==> config.mk <==
export PLATFORM = sky130hd
export DESIGN_NAME = sorted_table_insert_delete
export DESIGN_NICKNAME = d
export VERILOG_FILES = /design/src/sti_pkg.sv /design/src/sti_cell.sv /design/src/sorted_table_insert_delete.sv
export SDC_FILE = /design/constraint.sdc
export NUM_CORES = 2
export LEC_CHECK = 0
export ABC_AREA = 1
export BUFFER_PORTS_ARGS = -buffer_cell sky130_fd_sc_hd__buf_2
export CORE_ASPECT_RATIO = 1.4
export CORE_MARGIN = 3
export CORE_UTILIZATION = 50
export CTS_CLUSTER_DIAMETER = 60
export DETAILED_ROUTE_END_ITERATION = 10
export PLACE_DENSITY = 0.77
export SKIP_LAST_GASP = 1
export SLEW_MARGIN = 20
export SYNTH_ARGS = -nofsm -noshare
export SYNTH_HDL_FRONTEND = slang
export SYNTH_SLANG_ARGS = --single-unit
==> constraint.sdc <==
create_clock -name i_clk -period 5.55 [get_ports i_clk]
set_input_delay 0.2775 -clock i_clk [delete_from_list [all_inputs] [get_ports i_clk]]
set_output_delay 0.2775 -clock i_clk [all_outputs]
set_load 0.05 [all_outputs]
==> src/sti_pkg.sv <==
package sti_pkg;

    localparam int ValueW = 32;
    localparam int OutW   = 5;

    typedef enum logic [1:0] {
        ST_INSERTED  = 2'd0,
        ST_DELETED   = 2'd1,
        ST_NOT_FOUND = 2'd2,
        ST_FULL      = 2'd3
    } t_status;

    typedef enum logic [1:0] {
        S_IDLE = 2'b01,
        S_UPD  = 2'b10
    } t_state;

    typedef struct packed {
        logic cmp;
        logic ins;
        logic del;
    } t_ctl;

endpackage

==> src/sti_cell.sv <==
module sti_cell (
    input  logic                            i_clk,
    input  logic                            i_rst_n,
    input  sti_pkg::t_ctl                   i_ctl,
    input  logic signed [sti_pkg::ValueW-1:0] i_cmp_key,
    input  logic signed [sti_pkg::ValueW-1:0] i_key,
    input  logic signed [sti_pkg::ValueW-1:0] i_left_data,
    input  logic                            i_left_valid,
    input  logic                            i_left_ge,
    input  logic signed [sti_pkg::ValueW-1:0] i_right_data,
    input  logic                            i_right_valid,
    output logic signed [sti_pkg::ValueW-1:0] o_data,
    output logic                            o_valid,
    output logic                            o_ge,
    output logic                            o_eq
);
    import sti_pkg::*;

    logic signed [ValueW-1:0] r_data;
    logic                     r_valid;
    logic                     r_ge;
    logic                     r_eq;

    always_ff @(posedge i_clk) begin
        if (i_ctl.cmp) begin
            r_ge <= !(r_valid && (r_data < i_cmp_key));
            r_eq <= (r_data == i_cmp_key);
        end
        if (i_ctl.ins && r_ge) begin
            r_data <= i_left_ge ? i_left_data : i_key;
        end else if (i_ctl.del && r_ge) begin
            r_data <= i_right_data;
        end
    end

    always_ff @(posedge i_clk) begin
        if (!i_rst_n) begin
            r_valid <= 1'b0;
        end else if (i_ctl.ins && r_ge) begin
            r_valid <= i_left_ge ? i_left_valid : 1'b1;
        end else if (i_ctl.del && r_ge) begin
            r_valid <= i_right_valid;
        end
    end

    assign o_data  = r_data;
    assign o_valid = r_valid;
    assign o_ge    = r_ge;
    assign o_eq    = r_eq;

endmodule

==> src/sorted_table_insert_delete.sv <==
// Sorted table, insert in order / delete first exact match.
// The compare is registered at accept; shift, count and result register on leaving S_UPD.
// A stalled result holds the shift and the input; no new item is taken while in S_UPD.
// All cells compare at accept; cells at or past the touched position shift away/toward it.
// Reset (synchronous, active low) empties the table and clears the result.
module sorted_table_insert_delete #(
    parameter int CAPACITY = 16
) (
    input  logic                             i_clk,
    input  logic                             i_rst_n,
    input  logic                             i_in_valid,
    output logic                             o_in_stall,
    input  logic                             i_action,
    input  logic signed [sti_pkg::ValueW-1:0] i_value,
    output logic                             o_out_valid,
    input  logic                             i_out_stall,
    output logic [1:0]                       o_status,
    output logic [sti_pkg::OutW-1:0]         o_position,
    output logic [sti_pkg::OutW-1:0]         o_entry_count
);
    import sti_pkg::*;

    localparam int CntW = $clog2(CAPACITY + 1);

    t_state                   r_state;
    logic                     r_action;
    logic signed [ValueW-1:0] r_key;
    logic [CntW-1:0]          r_count;
    logic                     r_out_valid;
    t_status                  r_status;
    logic [CntW-1:0]          r_pos;

    logic signed [ValueW-1:0] cell_data  [CAPACITY];
    logic [CAPACITY-1:0]      cell_valid;
    logic [CAPACITY-1:0]      cell_ge;
    logic [CAPACITY-1:0]      cell_eq;
    logic [CAPACITY-1:0]      boundary;

    t_ctl            ctl;
    logic            accept;
    logic            leave;
    logic            full;
    logic            found;
    logic [CntW-1:0] hit_pos;
    logic [CntW-1:0] pos;
    t_status         n_status;
    logic [CntW-1:0] n_count;

    assign accept = (r_state == S_IDLE) && i_in_valid;
    assign leave  = (r_state == S_UPD) && !(r_out_valid && i_out_stall);
    assign full   = (r_count == CntW'(CAPACITY));

    always_comb begin
        hit_pos = '0;
        found   = 1'b0;
        for (int i = 0; i < CAPACITY; i++) begin
            boundary[i] = cell_ge[i] && ((i == 0) ? 1'b1 : !cell_ge[(i == 0) ? 0 : i - 1]);
            if (boundary[i]) begin
                hit_pos = hit_pos | CntW'(i);
                found   = found | (cell_valid[i] && cell_eq[i]);
            end
        end
    end

    assign pos = (|boundary) ? hit_pos : r_count;

    assign ctl.cmp = accept;
    assign ctl.ins = leave && !r_action && !full;
    assign ctl.del = leave && r_action && found;

    always_comb begin
        n_count = r_count;
        if (!r_action) begin
            if (full) begin
                n_status = ST_FULL;
            end else begin
                n_status = ST_INSERTED;
                n_count  = r_count + CntW'(1);
            end
        end else if (found) begin
            n_status = ST_DELETED;
            n_count  = r_count - CntW'(1);
        end else begin
            n_status = ST_NOT_FOUND;
        end
    end

    for (genvar g = 0; g < CAPACITY; g++) begin : g_cell
        sti_cell u_cell (
            .i_clk        (i_clk),
            .i_rst_n      (i_rst_n),
            .i_ctl        (ctl),
            .i_cmp_key    (i_value),
            .i_key        (r_key),
            .i_left_data  ((g == 0) ? r_key : cell_data[(g == 0) ? 0 : g - 1]),
            .i_left_valid ((g == 0) ? 1'b0 : cell_valid[(g == 0) ? 0 : g - 1]),
            .i_left_ge    ((g == 0) ? 1'b0 : cell_ge[(g == 0) ? 0 : g - 1]),
            .i_right_data ((g == CAPACITY - 1) ? r_key
                           : cell_data[(g == CAPACITY - 1) ? g : g + 1]),
            .i_right_valid((g == CAPACITY - 1) ? 1'b0
                           : cell_valid[(g == CAPACITY - 1) ? g : g + 1]),
            .o_data       (cell_data[g]),
            .o_valid      (cell_valid[g]),
            .o_ge         (cell_ge[g]),
            .o_eq         (cell_eq[g])
        );
    end

    always_ff @(posedge i_clk) begin
        if (accept) begin
            r_action <= i_action;
            r_key    <= i_value;
        end
        if (leave) begin
            r_status <= n_status;
            r_pos    <= (n_status == ST_FULL || n_status == ST_NOT_FOUND) ? r_count : pos;
        end
    end

    always_ff @(posedge i_clk) begin
        if (!i_rst_n) begin
            r_state     <= S_IDLE;
            r_count     <= '0;
            r_out_valid <= 1'b0;
        end else begin
            case (r_state)
                S_IDLE: begin
                    if (accept) begin
                        r_state <= S_UPD;
                    end
                end
                S_UPD: begin
                    if (leave) begin
                        r_state <= S_IDLE;
                    end
                end
                default: r_state <= S_IDLE;
            endcase
            if (leave) begin
                r_count     <= n_count;
                r_out_valid <= 1'b1;
            end else if (!i_out_stall) begin
                r_out_valid <= 1'b0;
            end
        end
    end

    assign o_in_stall    = (r_state != S_IDLE);
    assign o_out_valid   = r_out_valid;
    assign o_status      = r_status;
    assign o_position    = OutW'(r_pos);
    assign o_entry_count = OutW'(r_count);

endmodule

# After elaboration in Yosys (flattened, before gate mapping)
# Index checks and enable logic that the tools add are counted.
[totals] register_bits=608 input_bits=37 output_inout_bits=14 elab_cells=409
[classes] n_addsub=2 n_lt_le_gt_ge=16 eq_ne=27 mux=138 n_bitwise=15 n_reduce_logical=140
[op_table] operator="$mux 32" n=47
[op_table] operator="$eq 32x32->1" n=16
[op_table] operator="$lt 32x32->1" n=16
[op_table] operator="$logic_and 1x1->1" n=86
[op_table] operator="$mux 1" n=66
[op_table] operator="$logic_not 1->1" n=34
[op_table] operator="$mux 4" n=8
[op_table] operator="$reduce_bool 2->1" n=16
[op_table] operator="$mux 5" n=5
[op_table] operator="$reduce_or 16->1" n=1
[op_table] operator="$or 1x1->1" n=15
[op_table] operator="$mux 2" n=7
[op_table] operator="$mux 3" n=4
[op_table] operator="$eq 2x2->1 const B" n=3
[op_table] operator="$ne 2x1->1 const B" n=3
[op_table] operator="$ne 2x2->1 const B" n=3
[op_table] operator="$add 5x1->5 const B" n=1
[op_table] operator="$eq 5x5->1 const B" n=1
[op_table] operator="$sub 5x1->5 const B" n=1
[op_table] operator="$pmux 2 s2" n=1
[op_table] operator="$reduce_and 3->1" n=1
[op_table] operator="$eq 2x1->1 const B" n=1
[op_table] operator="$reduce_and 2->1" n=1
[op_table] operator="$logic_or 1x1->1" n=1

# Logic depth before layout (Yosys ltp)
[logic_depth] word_depth=37 mapped_depth=14 mapped_depth_nobuf=14

# Cells and area by module
# From an unflattened synthesis, not the netlist that was laid out.
[unflattened] cells_unflattened=5454 hier_area_um2=43974.7
[by_module_without_submodules] mod="sti_cell at g_cell[0].u_cell ..." instances=15 cells_per_inst=327 area_each_um2=2613.8 seq_area_each_um2=1041.0
[by_module_without_submodules] mod="sti_cell at g_cell[9].u_cell" instances=1 cells_per_inst=330 area_each_um2=2618.8 seq_area_each_um2=1041.0
[by_module_without_submodules] mod="sorted_table_insert_delete" instances=1 cells_per_inst=219 area_each_um2=2149.6 seq_area_each_um2=1361.3

# Worst setup path after synthesis
# Ideal clock, no wire load.
[synth_timing] path_type="flip-flop to flip-flop" start="reg r_state[1]" end="reg r_state[0]" setup_ps=306 arrival_time_ps=3974 required_time_ps=5244 path_slack_ps=1270 path_stages_with_launch=5 n_path_buf=0 path_cell_list="dfxtp_1 -> inv_1 -> nand2_1 -> nor2_1 -> o21ai_0"
[synth_between] elab_chain_len=4
[synth_rtl] element="from (decl)" line_no="sorted_table_insert_delete.sv:25" rtl="t_state r_state;"
[synth_rtl] element="from (signal assigned)" line_no="sorted_table_insert_delete.sv:122" rtl="r_state <= S_IDLE;"
[synth_rtl] element="from (signal assigned)" line_no="sorted_table_insert_delete.sv:129" rtl="r_state <= S_UPD;"
[synth_rtl] element="from (signal assigned)" line_no="sorted_table_insert_delete.sv:134" rtl="r_state <= S_IDLE;"
[synth_rtl] element="$eq 2x1->1" line_no="sorted_table_insert_delete.sv:49" rtl="assign accept = (r_state == S_IDLE) && i_in_valid;"
[synth_rtl] element="$logic_and 1x1->1" line_no="sorted_table_insert_delete.sv:49"
[synth_rtl] element="named net accept" line_no="sorted_table_insert_delete.sv:40" rtl="logic accept;"
[synth_rtl] element="$ne 2x2->1 (no line)"
[synth_rtl] element="$reduce_and 2->1 (no line)"
# The timed path passes the listed nets, and every way through them passes these cells.
# A chain may end at the register's enable or synchronous reset.

# Worst setup path after layout
[layout_timing] start="reg g_cell[4].u_cell.r_ge" end="reg g_cell[11].u_cell.r_data[6], enable pin"
[layout_between] elab_chain_len=27
[layout_rtl] element="from (decl)" line_no="sti_cell.sv:21" rtl="logic r_ge;"
[layout_rtl] element="from (signal assigned)" line_no="sti_cell.sv:26" rtl="r_ge <= !(r_valid && (r_data < i_cmp_key));"
[layout_rtl] element="$logic_and 1x1->1" line_no="sorted_table_insert_delete.sv:57" rtl="boundary[i] = cell_ge[i] && ((i == 0) ? 1'b1 : !cell_ge[(i == 0) ? 0 : i - 1]);"
[layout_rtl] element="$mux 1" line_no="sorted_table_insert_delete.sv:58" rtl="if (boundary[i]) begin"
[layout_rtl] element="$or 1x1->1" line_no="sorted_table_insert_delete.sv:60" rtl="found = found | (cell_valid[i] && cell_eq[i]);"
[layout_rtl] element="$mux 1 *" line_no="sorted_table_insert_delete.sv:58"
[layout_rtl] element="$or 1x1->1" line_no="sorted_table_insert_delete.sv:60"
[layout_rtl] element="$mux 1 *" line_no="sorted_table_insert_delete.sv:58"
[layout_rtl] element="$or 1x1->1" line_no="sorted_table_insert_delete.sv:60"
[layout_rtl] element="$mux 1 *" line_no="sorted_table_insert_delete.sv:58"
[layout_rtl] element="[... 11 more ...]"
[layout_rtl] element="$mux 1 *" line_no="sorted_table_insert_delete.sv:58"
[layout_rtl] element="$or 1x1->1" line_no="sorted_table_insert_delete.sv:60"
[layout_rtl] element="$mux 1 *" line_no="sorted_table_insert_delete.sv:58"
[layout_rtl] element="$or 1x1->1" line_no="sorted_table_insert_delete.sv:60"
[layout_rtl] element="$mux 1 *" line_no="sorted_table_insert_delete.sv:58"
[layout_rtl] element="$logic_and 1x1->1 *" line_no="sorted_table_insert_delete.sv:69" rtl="assign ctl.del = leave && r_action && found;"
[layout_rtl] element="$logic_and 1x1->1 *" line_no="sti_cell.sv:31" rtl="end else if (i_ctl.del && r_ge) begin"
[layout_rtl] element="$reduce_bool 2->1 (no line) *"
[layout_rtl] element="to (signal assigned)" line_no="sti_cell.sv:30" rtl="r_data <= i_left_ge ? i_left_data : i_key;"
[layout_rtl] element="to (signal assigned)" line_no="sti_cell.sv:32" rtl="r_data <= i_right_data;"
[layout_rtl] element="to (decl)" line_no="sti_cell.sv:19" rtl="logic signed [ValueW-1:0] r_data;"
# Every way passes the cells marked *; elsewhere a longest branch is shown, timed or not.

==> run metrics <==
run status finished, final reports clean; final antenna diode count 0; CTS Root Buffer Type sky130_fd_sc_hd__clkbuf_16; net switching power of the design 2.50 mW; number of standard cells after synthesis 4877; startpoint of the most critical register-to-register path g_cell[4].u_cell.o_ge; largest fanout of any net on the critical path 51; via count of the first global-routing pass 34200; First DRT Iteration DRCs 2899; Worst R2R Path Depth 12; Bufs and invs on worst path 3; worst endpoint required time 5.88 ns; static leakage 20.0 nW; CP cell instances buf_4 > nand2_1 > nor2_1 > nor2_1 > nand2_1 > nor2_1 > nand2_2 > nand2_2 > nand2_2 > nand2_1 > inv_1 > buf_4; Setup violations, final 0; sequential element share of the synthesized area 42.8%; pin count of the biggest net entering global routing 67; Core Region 0.0832 mm2; clock period minus worst slack 3.83 ns; Internal 7.62 mW; synthesized cell area 0.0421 mm2; total power consumption of the routed design 10.1 mW; # H-tree levels 2; GR Overflow Total 0; DP Wirelength 84100 um; effective utilization at floorplan 50.6%; number of slew-limit violations in the final report 0; endpoint of the worst hold path o_entry_count[2]; number of cells on the critical path 12; Post-CTS Resized 0; number of buffers inserted by post-CTS setup repair 0; post-synth top area cell sky130_fd_sc_hd__edfxtp_1; io pins 51; clock network power share 40.9%; TritonCTS Buffers 61; number of flops mapped to enable cells by yosys 584; clock transition at the registers of the reported paths 0.06 ns; Sequential Power Share 50.9%; Synth warnings 0; worst hold-check path type input pin to flip-flop; switching part of the total 24.7%; Final WS setup 1.72 ns; clock tree from TritonCTS built; Largest stage delay, worst path 0.65 ns; share of final-layout standard cells stronger than drive strength 1 4.64%; antenna violations before repair 0; Hold Buf Count CTS 33; first-pass GRT wire length 176000 um; die outline area 0.0877 mm2; most common cell after layout, fill and taps aside sky130_fd_sc_hd__nand2_1; number of max-cap violations 0; Final Wtd Congestion 0.893; IR drop worst, VDD 0.243 mV; most used cells in the layout excluding fill and tap cells sky130_fd_sc_hd__nand2_1 (1097), sky130_fd_sc_hd__inv_1 (643), sky130_fd_sc_hd__o21ai_0 (641); First-pass DRT Iterations 6; Fin Clk Skew 0.0254 ns; critical path arrival 4.16 ns; via count 34500; slowest stage cell, crit path sky130_fd_sc_hd__edfxtp_1; Longest Clk Path Bufs 3; Mapped Nets 5430; share of synthesized flip-flops with an asynchronous set or reset 0%; critical setup path kind flip-flop to flip-flop; Setup WS pre-CTS 1.78 ns; Post-Synthesis Mean Instance Area 8.63 um2; setup TNS 0 ns; I/O Buffers 50; mean number of vias per cell 5.79; setup slack on the worst flop-to-flop path 1.72 ns; worst hold stages 3; count of different cell masters after synthesis 32; period utilisation layout 69.1%; power share of the combinational group 8.1%; Synth Register Bits 608; area share of the largest cell type after synthesis 41.7%; leading cell types by total area after synthesis sky130_fd_sc_hd__edfxtp_1 (42%), sky130_fd_sc_hd__ha_1 (15%), sky130_fd_sc_hd__nand2_1 (9.8%); clock latency at the later pin of the worst-skew pair 0.67 ns; startpoint kind of the worst setup timing path flip-flop; area grow syn2layout 7.75%; number of nets with antenna violations after routing 0; total global routing track utilization 24.8%; Peak Freq 261 MHz; Worst slew margin 27.6%; power per unit of standard cell area 223 mW/mm2; # nets final 5389; Avg WL per Cell 18.6 um; Worst Min Path Start i_rst_n; die extent in y 349 um; CP Capture Type flip-flop; unrepaired setup endpoints after global routing false; worst-margin pin slew 1.08 ns; final hold violations 0; capture point of the worst reg-to-reg path g_cell[11].u_cell.o_data[6]; final routed wirelength across all metal layers 111000 um; clk sink count 608; Die Width 251 um; DRC violations left 0; leading register cell type out of synthesis sky130_fd_sc_hd__edfxtp_1; family with the most delay on the worst path simple AND/OR/NAND/NOR gates; Placement Rows 125
-- power by group through the flow --
stage	Combinational [mW]	Clock, mW	Sequential, mW
2_1_floorplan	0.580	0	5.18
3_3_place_gp	0.755	0	5.25
3_5_place_dp	0.795	0	5.25
4_1_cts	0.822	4.18	5.15
5_1_grt	0.938	4.35	5.16
6_report	0.823	4.15	5.16
-- kinds of logic (layout without fill, tap and decap cells) --
group,Yosys count,after routing,synth area share (%)
AND/OR/NAND/NOR,1480,1480,14.1
buffers and inverters,903,915,8.61
AO/OA/AOI/OAI,1366,1366,19.0
flip-flops,608,608,42.8
adder cells (fa/ha/maj),516,516,15.4
XOR/XNOR,4,4,0.0833
-- how the worst max path moves through the flow --
stage,startpoint,slack (ns),endpoint
global route,g_cell[4].u_cell.o_ge,1.48,g_cell[11].u_cell.o_data[6]
detailed placement,g_cell[4].u_cell.o_ge,1.78,g_cell[11].u_cell.o_data[5]
global placement,g_cell[4].u_cell.o_ge,1.88,g_cell[11].u_cell.o_data[6]
floorplan,r_state[1],1.27,r_state[0]
CTS,g_cell[4].u_cell.o_ge,1.78,g_cell[11].u_cell.o_data[6]
finish,g_cell[4].u_cell.o_ge,1.72,g_cell[11].u_cell.o_data[6]
-- area by class of cell --
cell class	count	area (um2)
clock buffers	87	1690
inverters	654	2450
multi-input cells	3366	20500
fillers	7227	37900
well taps	1079	1350
flip-flops and latches	608	18000
repair buffers	145	1050
clock inverters	29	238
-- synthesized netlist by cell type, types with 2 or more instances --
cell type	n
sky130_fd_sc_hd__o21ai_1	11
sky130_fd_sc_hd__buf_6	4
sky130_fd_sc_hd__edfxtp_1	584
sky130_fd_sc_hd__nand2_2	5
sky130_fd_sc_hd__ha_1	515
sky130_fd_sc_hd__nor4b_1	9
sky130_fd_sc_hd__buf_2	31
sky130_fd_sc_hd__and3b_1	2
sky130_fd_sc_hd__nor2_1	185
sky130_fd_sc_hd__o21a_1	36
sky130_fd_sc_hd__o211ai_1	408
sky130_fd_sc_hd__nand3_1	84
sky130_fd_sc_hd__nor3_1	26
sky130_fd_sc_hd__o21bai_1	15
sky130_fd_sc_hd__nor2_2	6
sky130_fd_sc_hd__inv_2	11
sky130_fd_sc_hd__clkbuf_1	151
sky130_fd_sc_hd__dfxtp_1	24
sky130_fd_sc_hd__and2_1	3
sky130_fd_sc_hd__a21oi_1	252
sky130_fd_sc_hd__a21boi_0	2
sky130_fd_sc_hd__xor2_1	4
sky130_fd_sc_hd__o21ai_0	641
sky130_fd_sc_hd__nor4_1	14
sky130_fd_sc_hd__buf_4	44
sky130_fd_sc_hd__inv_1	643
sky130_fd_sc_hd__nand2_1	1098
sky130_fd_sc_hd__buf_1	19
sky130_fd_sc_hd__nand4_1	47
-- worst min-delay path, cell delays in order --
cell	delay, ns
sky130_fd_sc_hd__buf_2	0.28
sky130_fd_sc_hd__nand2_1	0.14
sky130_fd_sc_hd__nor2_1	0.03
-- metal layers --
| metal | GRT usage, % | share of wire, % | vias up |
|---|---|---|---|
| met5 | 0 | 0 | - |
| met4 | 13.9 | 6.0 | 0 |
| met3 | 2.75 | 5.8 | 299 |
| met2 | 44.2 | 49 | 1235 |
| met1 | 29.1 | 39 | 16100 |
| li1 | - | - | 16900 |
-- sequential cells by signal (all words and copies together), names as in the netlist --
name / count
g_cell.u_cell.o_valid: 16
o_entry_count: 5
r_key: 32
o_position: 5
g_cell.u_cell.o_data: 512
o_out_valid: 1
r_state: 2
r_action: 1
o_status: 2
g_cell.u_cell.o_eq: 16
g_cell.u_cell.o_ge: 16
-- through the flow --
| stage | utilization [%] | std cells | hold WS [ns] | cell area (um2) |
|---|---|---|---|---|
| 6_report | 54.5 | 5968 | 0.121 | 45300 |
| 4_1_cts | 54.5 | 5968 | 0.0602 | 45300 |
| 5_1_grt | 54.5 | 5968 | 0.111 | 45300 |
| 2_1_floorplan | - | 4877 | 0.376 | 42100 |
| 3_5_place_dp | 51.8 | 5819 | 0.457 | 43100 |
| 3_3_place_gp | 51.8 | 5819 | 0.455 | 43100 |
No activity file was read; power rests on OpenSTA's default activity.
